### config.mk
export PLATFORM = sky130hd
export DESIGN_NAME = ffd_sort_cell
export DESIGN_NICKNAME = d
export VERILOG_FILES = /design/src/rtl/ffd_sort_cell.sv
export SDC_FILE = /design/constraint.sdc
export NUM_CORES = 1
export LEC_CHECK = 0
export BUFFER_PORTS_ARGS = -buffer_cell sky130_fd_sc_hd__buf_2
export CORE_MARGIN = 5
export CORE_UTILIZATION = 43
export DETAILED_ROUTE_END_ITERATION = 12
export PLACE_DENSITY = 0.8
export SYNTH_ARGS = -nofsm -noshare
export SYNTH_HDL_FRONTEND = slang
export SYNTH_SLANG_ARGS = --single-unit
### constraint.sdc
create_clock -name clk -period 5.1 [get_ports clk]
set_input_delay 0.51 -clock clk [delete_from_list [all_inputs] [get_ports clk]]
set_output_delay 0.51 -clock clk [all_outputs]
set_load 0.1 [all_outputs]
### src/rtl/ffd_sort_cell.sv
`timescale 1ns / 1ps
`default_nettype none
// One slot of the insertion-sort chain. Slots hold entries ordered by size,
// largest first. A new entry enters at every slot at once; each slot keeps,
// takes the new entry, or takes its left neighbor's entry. In unload mode
// the chain shifts left by one slot.
module ffd_sort_cell #(
  parameter int IDX_BITS = 6,
  parameter int SW = 16
) (
  input  wire logic                clk,
  input  wire logic                clr,
  input  wire logic                ins,
  input  wire logic                shl,
  input  wire logic [SW-1:0]       new_size,
  input  wire logic [IDX_BITS-1:0] new_idx,
  input  wire logic                left_goes,
  input  wire logic                left_vld,
  input  wire logic [SW-1:0]       left_size,
  input  wire logic [IDX_BITS-1:0] left_idx,
  input  wire logic                right_vld,
  input  wire logic [SW-1:0]       right_size,
  input  wire logic [IDX_BITS-1:0] right_idx,
  output logic                     goes,
  output logic                     vld_r,
  output logic [SW-1:0]            size_r,
  output logic [IDX_BITS-1:0]      idx_r
);
  // new entry goes at or ahead of this slot when slot empty or strictly smaller
  assign goes = !vld_r || (size_r < new_size);

  always_ff @(posedge clk) begin
    if (clr) begin
      vld_r <= 1'b0;
    end else if (shl) begin
      vld_r  <= right_vld;
      size_r <= right_size;
      idx_r  <= right_idx;
    end else if (ins && goes) begin
      if (left_goes) begin
        size_r <= left_size;
        idx_r  <= left_idx;
        vld_r  <= left_vld;
      end else begin
        vld_r  <= 1'b1;
        size_r <= new_size;
        idx_r  <= new_idx;
      end
    end
  end
endmodule
`default_nettype wire

# After elaboration in Yosys (flattened, before gate mapping)
# Cells that the tools add are included.
# classes
mux,9
reduce_logical,5
order_cmp,1
n_bitwise,1
# op_table
operator,count
2-to-1 mux 16 bit,3
2-to-1 mux 6 bit,3
less-than comparator 16 bit,1
2-to-1 mux 1 bit,3
AND reduction 2 bit,1
nonzero test 2 bit,1
logical AND 1 bit,1
zero test 1 bit,1
logical OR 1 bit,1
inverter 1 bit,1
# word_totals
wordCells,19
inputBits,73
out_inout_bits,24
ff_bits,23

# Logic depth before layout (Yosys ltp)
# depth
depth_word,5
mapped_depth,7
ltp_nobuf,7

# Least setup slack after synthesis
# OpenSTA, ideal clock, no wires.
# synth_timing
path_kind,reg-to-reg
start,register size_r[6]
end,register idx_r[0] (enable)
arrival_time_ps,4034
n_path_buf,0
slack_ps,624
required_time_ps,4658
stages_incl_launch_ff,7
path_cell_list,edfxtp_1 -> ha_1 -> a21o_1 -> a211oi_1 -> o21ai_1 -> a2111o_1 -> a311oi_1
# synth_via
elab_chain_len,5
# synth_lines
item,line_no,rtl
from (decl),26,"output logic [SW-1:0] size_r,"
from (signal assigned),37,size_r <= right_size;
from (signal assigned),41,size_r <= left_size;
from (signal assigned),46,size_r <= new_size;
less-than comparator 16 bit,30,assign goes = !vld_r || (size_r < new_size);
logical OR 1 bit,30,
logical AND 1 bit,39,end else if (ins && goes) begin
nonzero test 2 bit (no line),--,
AND reduction 2 bit (no line),--,
to (signal assigned),38,idx_r <= right_idx;
to (signal assigned),42,idx_r <= left_idx;
to (signal assigned),47,idx_r <= new_idx;
to (decl),27,output logic [IDX_BITS-1:0] idx_r
# No other way between the ends.
# A chain may end at the register's enable or synchronous reset.

# Worst setup path in the final report
# layout_timing
start,register size_r[6]
end,register idx_r[2] (enable)
# The elaborated chain is that of the path after synthesis.

==> impl_metrics.json <==
{
  "syn_inst": 158,
  "crit_type": "reg2reg",
  "die_x_um": 70.4,
  "drtAntennaViolNets": 0,
  "p_leak_nw": 1.10,
  "placed_cell_area_mm2": 0.00209,
  "fin_crit_sh": 0.613,
  "grt_usage": 0.158,
  "grt_pass1_vias": 1471,
  "drv_slew": 0,
  "placeableCoreArea_mm2": 0.00361,
  "maxCapViolations": 0,
  "diodes": 0,
  "layout_min_cycle_time_ns": 3.12,
  "multi_input_area_um2": 808,
  "rsz0062_at_grt": "no",
  "p_clk_frac": 0.197,
  "ys_types": 27,
  "wirelength_um": 4030,
  "dr.pass1.iters": 4,
  "tightest_slew_ns": 1.16,
  "path_cells": "ha_1 > a21o_1 > a211oi_1 > o21ai_1 > a2111o_1 > a311oi_4",
  "cell_internal_pwr_mw": 0.342,
  "syn-cell-area_mm2": 0.00157,
  "seq_power_share": 0.412,
  "slew_headroom": 0.228,
  "layout_common_cells": "96 x buf_2, 25 x nand2_1, 23 x o21ai_0",
  "cp_slowest_stage_delay_ns": 1.03,
  "peakVddDrop_uv": 143,
  "fillers": 354,
  "syn2layout_area_growth_pct": 36.4,
  "hold_buffers": 0,
  "met3_wirelength_um": 221,
  "avgSynthCellArea_um2": 9.92,
  "p_switching_mw": 0.223,
  "wl_met1_um": 1660,
  "synth-seq-cells": 23,
  "cts_tree": "yes",
  "die_y_um": 70.4,
  "cts_sinks": 23,
  "tns_ns": 0,
  "wl_per_cell_um": 13.5,
  "ios": 97,
  "regArea_um2": 681,
  "grt_pass1_wl_um": 6390,
  "drive_gt1_frac": 0.408,
  "hold_path_startpoint": "right_idx[5]",
  "arrival_ns": 3.00,
  "layout_commonest_cell": "buf_2",
  "post_cts_buffers": 0,
  "hpwl_um": 3240,
  "yosysWarnings": 0,
  "final_nets": 339,
  "hold_viol": 0,
  "cp-end-kind": "flop",
  "grt_overflow": 0,
  "yosysSeqAreaShare": 0.434,
  "r2r-start": "size_r[6]",
  "status": "finished, final reports clean",
  "yosys.area.top_type": "edfxtp_1",
  "antenna_found_initial": 0,
  "ys_top_cells_by_area": "edfxtp_1 42%, mux2i_1 14%, ha_1 12%",
  "cp_data_required_time_ns": 4.98,
  "final_cell_area_mm2": 0.00214,
  "critPathMaxFanout": 22,
  "cts_buffer_depth": 2,
  "post_drt_via_cell_ratio": 4.89,
  "rows": 22,
  "min_path_type": "in2reg",
  "cp-start-kind": "flop",
  "htreeDepth": 1,
  "crit_start": "size_r[6]",
  "cts-root-buf": "clkbuf_8",
  "met2WireLength_um": 2110,
  "portBuffers": 96,
  "syn_nets": 246,
  "critPathSlowestCell": "a311oi_4",
  "switching_share": 0.395,
  "highest_layer": "met4",
  "fin_ws_ns": 1.98,
  "finClkSkew_ns": 0.00202,
  "fmax_mhz": 320,
  "setup-violations-final": 0,
  "clk_latency_ns": 0.26,
  "clkTransAtPathRegs_ns": 0.08,
  "die_area_mm2": 0.00495,
  "worst-path-buf-inv": 0,
  "critPathTopFamily": "compound AO/OA/AOI/OAI gates",
  "synth_top_area_frac": 0.421,
  "postCtsResizedCells": 0,
  "drt_iter0_drc": 48,
  "grt_start_max_net_pins": 47,
  "cts_buffers": 3,
  "initial_core_util": 0.435,
  "powerDensity_mw_per_mm2": 264,
  "gp_routability_congestion": 0.729,
  "pre_cts_ws_ns": 1.72,
  "drc": 0,
  "power.share.combinational": 0.391,
  "vias": 1456
}
[final timing paths]
| kind | cells after the start | slack [ns] | end |
|---|---|---|---|
| max | 6 | 1.98 | idx_r[2] |
| min | 3 | 0.53 | idx_r[5] |
| max reg2reg | 6 | 1.98 | idx_r[2] |
| min reg2reg | 2 | 0.71 | vld_r |
[per-layer routing]
layer | vias to the layer above | GRT usage
li1 | 751 | -
met1 | 660 | 0.180
met2 | 43 | 0.294
met3 | 2 | 0.0288
met4 | 0 | 0.0511
met5 | - | 0
[worst min-delay path: stages]
cell	delay (ns)
buf_2	0.07
nand2_1	0.04
o21ai_0	0.05
[synth_stat cells]
| cell | number |
|---|---|
| nand2_1 | 25 |
| o21ai_0 | 23 |
| edfxtp_1 | 22 |
| mux2i_1 | 22 |
| inv_1 | 17 |
| ha_1 | 15 |
| clkbuf_1 | 6 |
| a21oi_1 | 4 |
| a21o_1 | 2 |
| buf_2 | 2 |
| nand3_1 | 2 |
| nand4_1 | 2 |
| o21a_1 | 2 |
| a2111o_1 | 1 |
| a2111oi_2 | 1 |
| a211oi_1 | 1 |
| a21boi_0 | 1 |
| a311oi_1 | 1 |
| dfxtp_1 | 1 |
| nand2b_1 | 1 |
| nor2_1 | 1 |
| nor3_1 | 1 |
| o21ai_1 | 1 |
| o21ba_2 | 1 |
| o221ai_1 | 1 |
| o22ai_1 | 1 |
| or3_1 | 1 |
[area by class of cell]
type                    instances  area share
repair buffers                 96       0.225
inverters                      17      0.0298
multi-input cells             110       0.378
clock buffers                   4      0.0211
well taps                      48      0.0281
flip-flops and latches         23       0.318
[through the flow]
step	util	power [mW]	hold slack (ns)	cells
finish	0.593	0.565	0.525	298
global route	0.593	0.594	0.532	298
CTS	0.593	0.572	0.521	298
detailed placement	0.581	0.459	0.710	294
global placement	0.581	0.456	0.693	294
floorplan	-	0.401	0.697	158
[registers in the layout, summed over array words and instances, names as in the netlist]
name	cells
size_r	16
vld_r	1
idx_r	6
[power by group through the flow]
stage          registers [mW]  logic, mW  clock network (mW)
6_report                0.233      0.221               0.111
5_1_grt                 0.235      0.237               0.122
3_3_place_gp            0.236      0.219                   0
4_1_cts                 0.233      0.223               0.116
2_1_floorplan           0.336     0.0649                   0
3_5_place_dp            0.238      0.222                   0
[cell families after synthesis]
family | count (synthesis) | share of synthesized area
buffers and inverters | 25 | 0.0615
and+or+nand+nor | 33 | 0.0878
muxes | 22 | 0.140
adders and majority gates | 15 | 0.120
AOI/OAI and AO/OA | 40 | 0.156
DFF | 23 | 0.434
No activity file was read; power rests on OpenSTA's default activity.
