$ cat config.mk
export PLATFORM = sky130hd
export DESIGN_NAME = ffd_bin_cell
export DESIGN_NICKNAME = d
export VERILOG_FILES = /design/src/rtl/ffd_bin_cell.sv
export SDC_FILE = /design/constraint.sdc
export NUM_CORES = 1
export LEC_CHECK = 0
export BUFFER_PORTS_ARGS = -buffer_cell sky130_fd_sc_hd__buf_2
export CORE_ASPECT_RATIO = 1.75
export CORE_MARGIN = 2
export CORE_UTILIZATION = 30
export CTS_BUF_LIST = sky130_fd_sc_hd__clkbuf_8
export CTS_CLUSTER_DIAMETER = 40
export DETAILED_ROUTE_END_ITERATION = 6
export HOLD_SLACK_MARGIN = 0.08
export SLEW_MARGIN = 40
export SYNTH_ARGS = -nofsm -noshare
export SYNTH_HDL_FRONTEND = slang
export SYNTH_SLANG_ARGS = --single-unit
$ cat constraint.sdc
create_clock -name clk -period 4.9 [get_ports clk]
set_clock_uncertainty 0.05 [all_clocks]
set_input_delay 0.98 -clock clk [delete_from_list [all_inputs] [get_ports clk]]
set_output_delay 0.98 -clock clk [all_outputs]
set_load 0.02 [all_outputs]
$ cat src/rtl/ffd_bin_cell.sv
`timescale 1ns / 1ps
`default_nettype none
// One bin of the first-fit row. Holds the bin's load; reports whether the
// offered item fits. The placing logic picks the lowest fitting bin.
module ffd_bin_cell #(
  parameter int SW = 16
) (
  input  wire logic          clk,
  input  wire logic          clr,
  input  wire logic [15:0]   cap,
  input  wire logic [SW-1:0] size,
  input  wire logic          take,
  input  wire logic          open_new,
  output logic               fits,
  output logic               open_r
);
  logic [SW:0] load_r;
  logic [SW:0] spare;

  assign spare = {1'b0, SW'(cap)} - load_r;
  assign fits  = open_r && (load_r <= {1'b0, SW'(cap)}) && (spare >= {1'b0, size});

  always_ff @(posedge clk) begin
    if (clr) begin
      open_r <= 1'b0;
    end else if (open_new) begin
      open_r <= 1'b1;
      load_r <= {1'b0, size};
    end else if (take) begin
      load_r <= load_r + {1'b0, size};
    end
  end
endmodule
`default_nettype wire

# --- Yosys cells after proc, flatten, opt, wreduce, memory -nomap -nowiden ---
# Cells that the tools add are included.
word_totals:
  inputBits: 36
  regBits: 18
  output_inout_bits: 2
  wordCells: 14
classes:
  add_sub_neg: 2
  n_mux: 2
  n_bitwise: 1
  magnitude_cmp: 2
  reduce_logical: 4
op_table:
  columns: ["op", "n"]
  rows:
  - ["$add 17x16->17", 1]
  - ["$ge 17x16->1", 1]
  - ["$le 17x16->1", 1]
  - ["$mux 17", 1]
  - ["$sub 16x17->17", 1]
  - ["$mux 16", 1]
  - ["$logic_and 1x1->1", 2]
  - ["$reduce_and 2->1", 1]
  - ["$reduce_bool 2->1", 1]
  - ["$not 1->1", 1]

# --- Logic depth before layout (Yosys ltp) ---
# Gate-level depths: netlist (run 1).
logic_depth:
  ltp_word: 3
  depth_mapped: 18
  depth_no_buf: 18

# --- Worst setup path after synthesis (run 1) ---
# No wires, ideal clock.
synth_path:
  path_type: "input to output"
  startpoint: "input port cap[2]"
  endpoint: "output port fits"
  cell_stages: 15
  setup_slack_ns: -0.102
  t_required_ns: 3.870
  n_path_buf: 0
  arrival_time_ns: 3.972
  cell_sequence: "ha_1 -> nor2b_1 -> o31a_1 -> o31a_1 -> o21ai_1 -> nand2b_1 -> a2111oi_2 -> nand3b_1 -> ha_1 -> nand4_1 -> nor2_1 -> o21a_1 -> o311ai_0 -> a211o_1 -> a22oi_1"
synth_via:
  elab_chain_len: 3
  word_cells_on_any_way: 5
  classes_between: "1 x add/sub; 2 x order compare; 2 x reduce/logical"
synth_lines:
  columns: ["item", "line", "text"]
  rows:
  - ["start, declared", "10", "input wire logic [15:0] cap,"]
  - ["$sub 16x17->17 or $le 17x16->1 (tied branches)", "20, 21", null]
  - ["$ge 17x16->1 or $logic_and 1x1->1 (tied branches)", "21", "assign fits = open_r && (load_r <= {1'b0, SW'(cap)}) && (spare >= {1'b0, size});"]
  - ["$logic_and 1x1->1 (*)", "21", null]
  - ["end, declared", "14", "output logic fits,"]
# Every way passes the cells marked *; elsewhere a longest branch is shown, timed or not.

# --- Final worst setup path (run 1) ---
layout_path:
  startpoint: "input port cap[0]"
  endpoint: "output port fits"
# The elaborated chain is that of the path after synthesis.

==> reports/results.ini, run 1 <==
[power_and_ir_drop]
ir_worst_vdd_mv = 0.06552
power_leakage_nw = 1.643
power.density_nw_per_um2 = 238.7
combPwrFrac_pct = 60.2
p_int_w = 0.0004989
pwr-share-seq_pct = 24.2
switching_share_pct = 39.77
p_switching_w = 0.0003294
clockPowerShare_pct = 15.6

[timing]
worst_slew_pin_slew_ps = 585.3
fin_crit_ps = 5205
setup_viol = 1
rsz0062_at_grt = yes
hold_ws_ps = 476.3
max_slew_margin_pct = 60.98
hold_viol_final = 0
drv_slew = 0
final.period_utilization_pct = 106.2
fmax_mhz = 192.1
layout_setup_ws_ps = -305.0

[cells_and_area]
fin_util_pct = 38.40
seqCellArea_um2 = 530.5
multi_input_comb_area_um2 = 2125
nets = 503
insertedDiodeCount = 0
fillers = 952
drive_gt1_share_pct = 21.63
areaGrowthSynthToFinish_pct = 24.97

[yosys]
synth_top_cells_by_count = ha_1, inv_1, a21oi_1
synth_seq_cells = 18
syn_area_um2 = 2776
async_reset_ff_share_pct = 0
syn_avg_cell_area_um2 = 7.978
synthCells = 348
synthFlopType = edfxtp_1
ys_seq_area_share_pct = 19.11
synth_top_area_cell = ha_1
synth.top_cell.area_share_pct = 21.63
synth_most_common_cell = ha_1
syn-num-nets = 434
ys_types = 51
synth_edf_count = 17
synth.area.top_cells = ha_1, edfxtp_1, inv_1
yosysWarnings = 0

[floorplan]
die_area_um2 = 10070
core_area_um2 = 9036
die_w_um = 76.72
start_util_pct = 30.73
boundaryPins = 38
rows = 46
die_height_um = 131.3

[setup_path]
start_kind = input pin
crit_cells = 19
crit_path_max_fanout = 3
required_ps = 3870
r2r_slack_ps = 2130
endpoint_kind = output port
cp_data_arrival_time_ps = 4180
crit_path_max_incr_delay_ps = 320
reg2reg_to = load_r[12]
crit_type = input pin to output port
path_cells = buf_6, inv_4, ha_4, fa_2, nor2b_2, o31a_1, o31a_1, buf_4, o211a_1, nor2_1, xnor2_1, ha_1, nand4_1, nor2_2, o21a_1, o311ai_2, a211o_1, a22oi_2, buf_6
cpMaxStageDelayCell = a211o_1
r2r_start = load_r[0]
worst-path-buf-inv = 4
crit_family = compound AO/OA/AOI/OAI gates
ff2ff_path_depth = 10

[grt]
grt_overflow_total = 0
grt_pass1_vias = 2756
antenna_found_initial = 0
groute.usage.overall_pct = 15.12
grt_max_degree = 37
grt_pass1_wl_um = 12350

[drt]
wl_um = 7421
drt_iter0_drc = 84
antenna_left = 0
drtPass1Iterations = 4
routedWlPerCell_um = 13.85
viasPerCell = 5.093
vias = 2730
route.detailed.drc = 0

[clock_tree]
clock_sinks = 18
cts-buffers-inserted = 3
ctsHoldBuffers = 0
cts_htree_levels = 1
worstSkewPairLatency_ps = 270
clk_pin_slew_ps = 80
cts_tree = built
cts_root_buf = clkbuf_8
clock_path_buffers = 2

[place]
gp_congestion = 0.8772
hpwl_um = 6293
port_buffers = 37
place_ws_ps = -432.9

[outcome]
status = finished with violations
violations = setup timing

[hold_path]
hold-path-endpoint = open_r
hold_depth = 2
min_path_type = flip-flop to flip-flop
min_from = open_r

[flow_run]
max_cap_viol_count = 0

metal layers:
metal / wire length, µm / up-vias / part of all wire, % / track usage (%)
li1: - / 1421 / - / -
met1: 2942 / 1252 / 40 / 15.93
met2: 3986 / 40 / 54 / 28.27
met3: 115 / 17 / 1.5 / 1.030
met4: 376 / 0 / 5.1 / 9.596
met5: 0 / - / 0 / 0
layout make-up:
class,instances,area share [%]
clock buffer,4,1.587
inverter,47,5.157
multi-input combinational,279,61.23
sequential,18,15.29
tap,120,4.327
timing repair buffer,68,12.41
layout by cell type (no fill, tap or decap), types with 3 or more instances in the layout:
cell type  Yosys  layout
inv_1         47      46
ha_1          48      45
buf_2          0      35
buf_4          0      31
a21oi_1       27      25
o21ai_0       23      22
nand2_1       22      22
nor2_1        21      20
edfxtp_1      17      17
xnor2_1       10      10
nor3_1        10      10
o21a_1         9       9
nand2b_1       8       8
nand3_1        9       8
o31ai_1        7       7
a21o_1         6       6
a211oi_1       6       6
nand4_1        6       6
o21ai_1        4       5
xor2_1         5       5
nor2b_1        6       5
and3_1         5       5
clkbuf_8       0       4
mux2i_1        3       3
a31oi_1        3       3
o21bai_1       3       3
ha_4           0       3
stage by stage:
step	cell area [µm²]	total power, W	std cells	setup TNS [ps]
2_1_floorplan	2781	0.0005240	348	0
3_3_place_gp	3289	0.0006625	526	-401.4
3_5_place_dp	3289	0.0006711	526	-432.9
4_1_cts	3413	0.0008176	532	-267.1
5_1_grt	3470	0.0009022	536	-568.5
6_report	3470	0.0008283	536	-305.0
flip-flops by register name, summed over array words and instances (netlist names):
signal / count
open_r: 1
load_r: 17
worst max-delay path by stage:
| stage | from | to | slack (ps) |
|---|---|---|---|
| 2_1_floorplan | cap[2] | fits | 10 |
| 3_3_place_gp | cap[0] | fits | -400 |
| 3_5_place_dp | cap[0] | fits | -430 |
| 4_1_cts | cap[0] | fits | -270 |
| 5_1_grt | cap[0] | fits | -570 |
| 6_report | cap[0] | fits | -310 |
power by group through the flow:
| stage | logic [W] | clock network, W | registers (W) |
|---|---|---|---|
| floorplan | 0.000324 | 0 | 0.000200 |
| global placement | 0.000459 | 0 | 0.000203 |
| detailed placement | 0.000467 | 0 | 0.000204 |
| CTS | 0.000485 | 0.000132 | 0.000201 |
| global route | 0.000564 | 0.000136 | 0.000203 |
| finish | 0.000498 | 0.000129 | 0.000201 |
cells by family after synthesis:
family	after synthesis	synth area share, %
AOI/OAI and AO/OA	112	26.95
xor gates and xnor gates	15	4.732
adders and majority gates	50	23.07
buffers and inverters	51	6.895
DFF	18	19.11
muxes	4	1.487
and+or+nand+nor	98	17.76
repair_timing:
| action | CTS | global route |
|---|---|---|
| endpoints found under the setup margin | 1 | 1 |
| gates resized for setup | 15 | 4 |
| gates cloned | 0 | 0 |
| pin swaps | 11 | 10 |
| hold endpoints to repair | 0 | 0 |
| buffers inserted | 2 | 4 |
worst reg2reg max path: stages, from the launching register on:
cell and delay, ps:
edfxtp_1 400, ha_1 230, inv_1 70, fa_1 400
nor2b_1 120, o21ai_0 100, a21oi_1 270, a21oi_1 190
a221oi_1 380, nor3_1 80, o31ai_1 290
Power figures use the tool's default switching activity.
==> inputs of run 2 (changes only) <==
--- a/constraint.sdc
+++ b/constraint.sdc
@@ -3,3 +3,3 @@
 set_input_delay 0.98 -clock clk [delete_from_list [all_inputs] [get_ports clk]]
 set_output_delay 0.98 -clock clk [all_outputs]
-set_load 0.02 [all_outputs]
+set_load 0.1 [all_outputs]
==> run 2 against run 1 <==
  * The flow still finishes with violations (setup timing)
  * Largest cell class unchanged
  * Clock power about the same
  * Sequential share of layout area increased by 0.33 points
  * First-iteration DRC count rose by 6.0%
  * Global-route usage increased by 0.082 points
  * Core utilization fell by 0.80 points
  * Worst hold slack better by 41 ps
  * Wire length shrank 0.43%
  * Design area shrank 2.1%
  * Sequential power about the same
  * Sequential cell count stayed put
  * Critical path depth unchanged
==> reports/results.ini, run 2 (synthesized netlist as in run 1, its figures left out) <==
[grt]
antenna_found_initial = 0  ; unchanged
groute.usage.overall_pct = 15.21  ; +0.082 points
grt_overflow_total = 0  ; unchanged
grt_max_degree = 37  ; unchanged
grt_pass1_vias = 2792  ; +1.3%
grt_pass1_wl_um = 12430  ; +0.66%

[setup_path]
endpoint_kind = output port
crit_path_max_fanout = 3  ; unchanged
reg2reg_to = load_r[12]
required_ps = 3870  ; about the same
r2r_start = load_r[0]
start_kind = input pin
cp_data_arrival_time_ps = 4140  ; -40 ps
crit_type = input pin to output port
r2r_slack_ps = 2180  ; +50 ps
ff2ff_path_depth = 10  ; unchanged

[cells_and_area]
largest_register = load_r
nets = 494  ; -1.8%
final_cell_mix = inv_1, ha_1, buf_2
biggestRegsByFlops = load_r x17, open_r x1
drive_gt1_share_pct = 18.92  ; -2.7 points
largest_register_ffs = 17  ; unchanged
areaGrowthSynthToFinish_pct = 22.35
insertedDiodeCount = 0  ; unchanged
fin_util_pct = 37.59  ; -0.80 points
final_cells = 527  ; -1.7%

[place]
hpwl_um = 6319  ; +0.41%
port_buffers = 37  ; unchanged
gp_congestion = 0.8796  ; +0.27%
placed_cells = 520  ; -1.1%
place_ws_ps = -454.6  ; -21.62 ps

[timing]
drv_slew = 0  ; unchanged
hold_ws_ps = 517.0  ; +40.64 ps
finalSetupTns_ps = -269.0  ; +36.02 ps
layout_setup_ws_ps = -269.0  ; +36.02 ps
fin_crit_ps = 5169  ; -36.02 ps
final.period_utilization_pct = 105.5  ; -0.74 points
rsz0062_at_grt = yes
setup_viol = 1  ; unchanged
worst_slew_pin_slew_ps = 607.3  ; +22.00 ps
hold_viol_final = 0  ; unchanged
fmax_mhz = 193.5  ; +0.70%
max_slew_margin_pct = 59.51  ; -1.5 points

[drt]
vias = 2712  ; -0.66%
route.detailed.drc = 0  ; unchanged
antenna_left = 0  ; unchanged
drt_iter0_drc = 89  ; +6.0%
routedWlPerCell_um = 14.02  ; +1.3%
wl_um = 7389  ; -0.43%
drtPass1Iterations = 5  ; +1
viasPerCell = 5.146  ; +1.0%

[hold_path]
hold_depth = 2  ; unchanged
min_from = open_r
hold-path-endpoint = open_r
min_path_type = flip-flop to flip-flop

[outcome]
status = finished with violations
violations = setup timing

[clock_tree]
clock_path_buffers = 2  ; unchanged
cts_root_buf = clkbuf_8
clock_sinks = 18  ; unchanged
cts_tree = built
cts_htree_levels = 1  ; unchanged
worstSkewPairLatency_ps = 280  ; about the same
clk_pin_slew_ps = 80  ; about the same
ctsHoldBuffers = 0  ; unchanged
cts-buffers-inserted = 3  ; unchanged

[power_and_ir_drop]
power_leakage_nw = 1.604  ; -2.4%
power.density_nw_per_um2 = 240.9  ; +0.89%
ir_worst_vdd_mv = 0.07456  ; +14%

[floorplan]
rows = 46  ; unchanged
die_height_um = 131.3  ; unchanged
die_area_um2 = 10070  ; unchanged
die_w_um = 76.72  ; unchanged
core_area_um2 = 9036  ; unchanged
start_util_pct = 30.73  ; unchanged
boundaryPins = 38  ; unchanged

[flow_run]
max_cap_viol_count = 0  ; unchanged

==> run 2: cell types whose count changed in the layout (fill, tap and decap cells not counted), sizes merged <==
cell	delta
buf	-9
==> run 2: worst max-delay path by stage <==
stage                start   end  depth (start not counted)
floorplan           cap[0]  fits                         17
global placement    cap[0]  fits                         20
detailed placement  cap[0]  fits                         20
CTS                 cap[0]  fits                         19
global route        cap[0]  fits                         19
finish              cap[0]  fits                         19
==> run 2: area by class of cell <==
class / instances / area [µm²]
clock buffers: 4 / 55.05
fillers: 967 / 5639
inverters: 47 / 188.9
multi-input cells: 279 / 2097
flip-flops and latches: 18 / 530.5
well taps: 120 / 150.1
repair buffers: 59 / 375.4
==> run 2: stage by stage <==
step           area (µm²)  total power (W)
6_report             3397        0.0008182
3_3_place_gp         3299        0.0006733
3_5_place_dp         3299        0.0006813
5_1_grt              3397        0.0008846
2_1_floorplan        2821        0.0005377
4_1_cts              3397        0.0008211
==> run 2: what timing repair did <==
item,CTS,global route
resized for setup,8,0
endpoints found under the setup margin,1,1
gates cloned,0,0
buffers inserted,3,0
pin swaps,8,1
==> run 2: layer usage <==
metal	vias to the layer above	share of wire [%]	routed length (µm)	track usage, %
met2	54	54	4011	29.04
met3	17	2.5	184	0.8242
met5	-	0	0	0
met4	0	3.5	261	8.283
met1	1239	40	2932	16.18
li1	1402	-	-	-
==> run 2: where the power goes <==
group,switching [W],internal [W]
logic,0.000263,0.000222
registers,0.0000114,0.000190
clock network,0.0000594,0.0000719
total,0.000334,0.000484
==> run 2: critical path, stage by stage <==
cell	delay [ps]
buf_8	110
inv_12	40
ha_4	110
fa_2	210
nor2b_2	50
o31a_1	270
o31a_1	280
o21ai_1	140
nand2b_1	130
a2111oi_2	300
nand3b_1	150
ha_1	140
nand4_1	120
nor2_2	130
o21a_1	140
o311ai_1	80
a211o_1	310
a22oi_2	220
buf_12	210
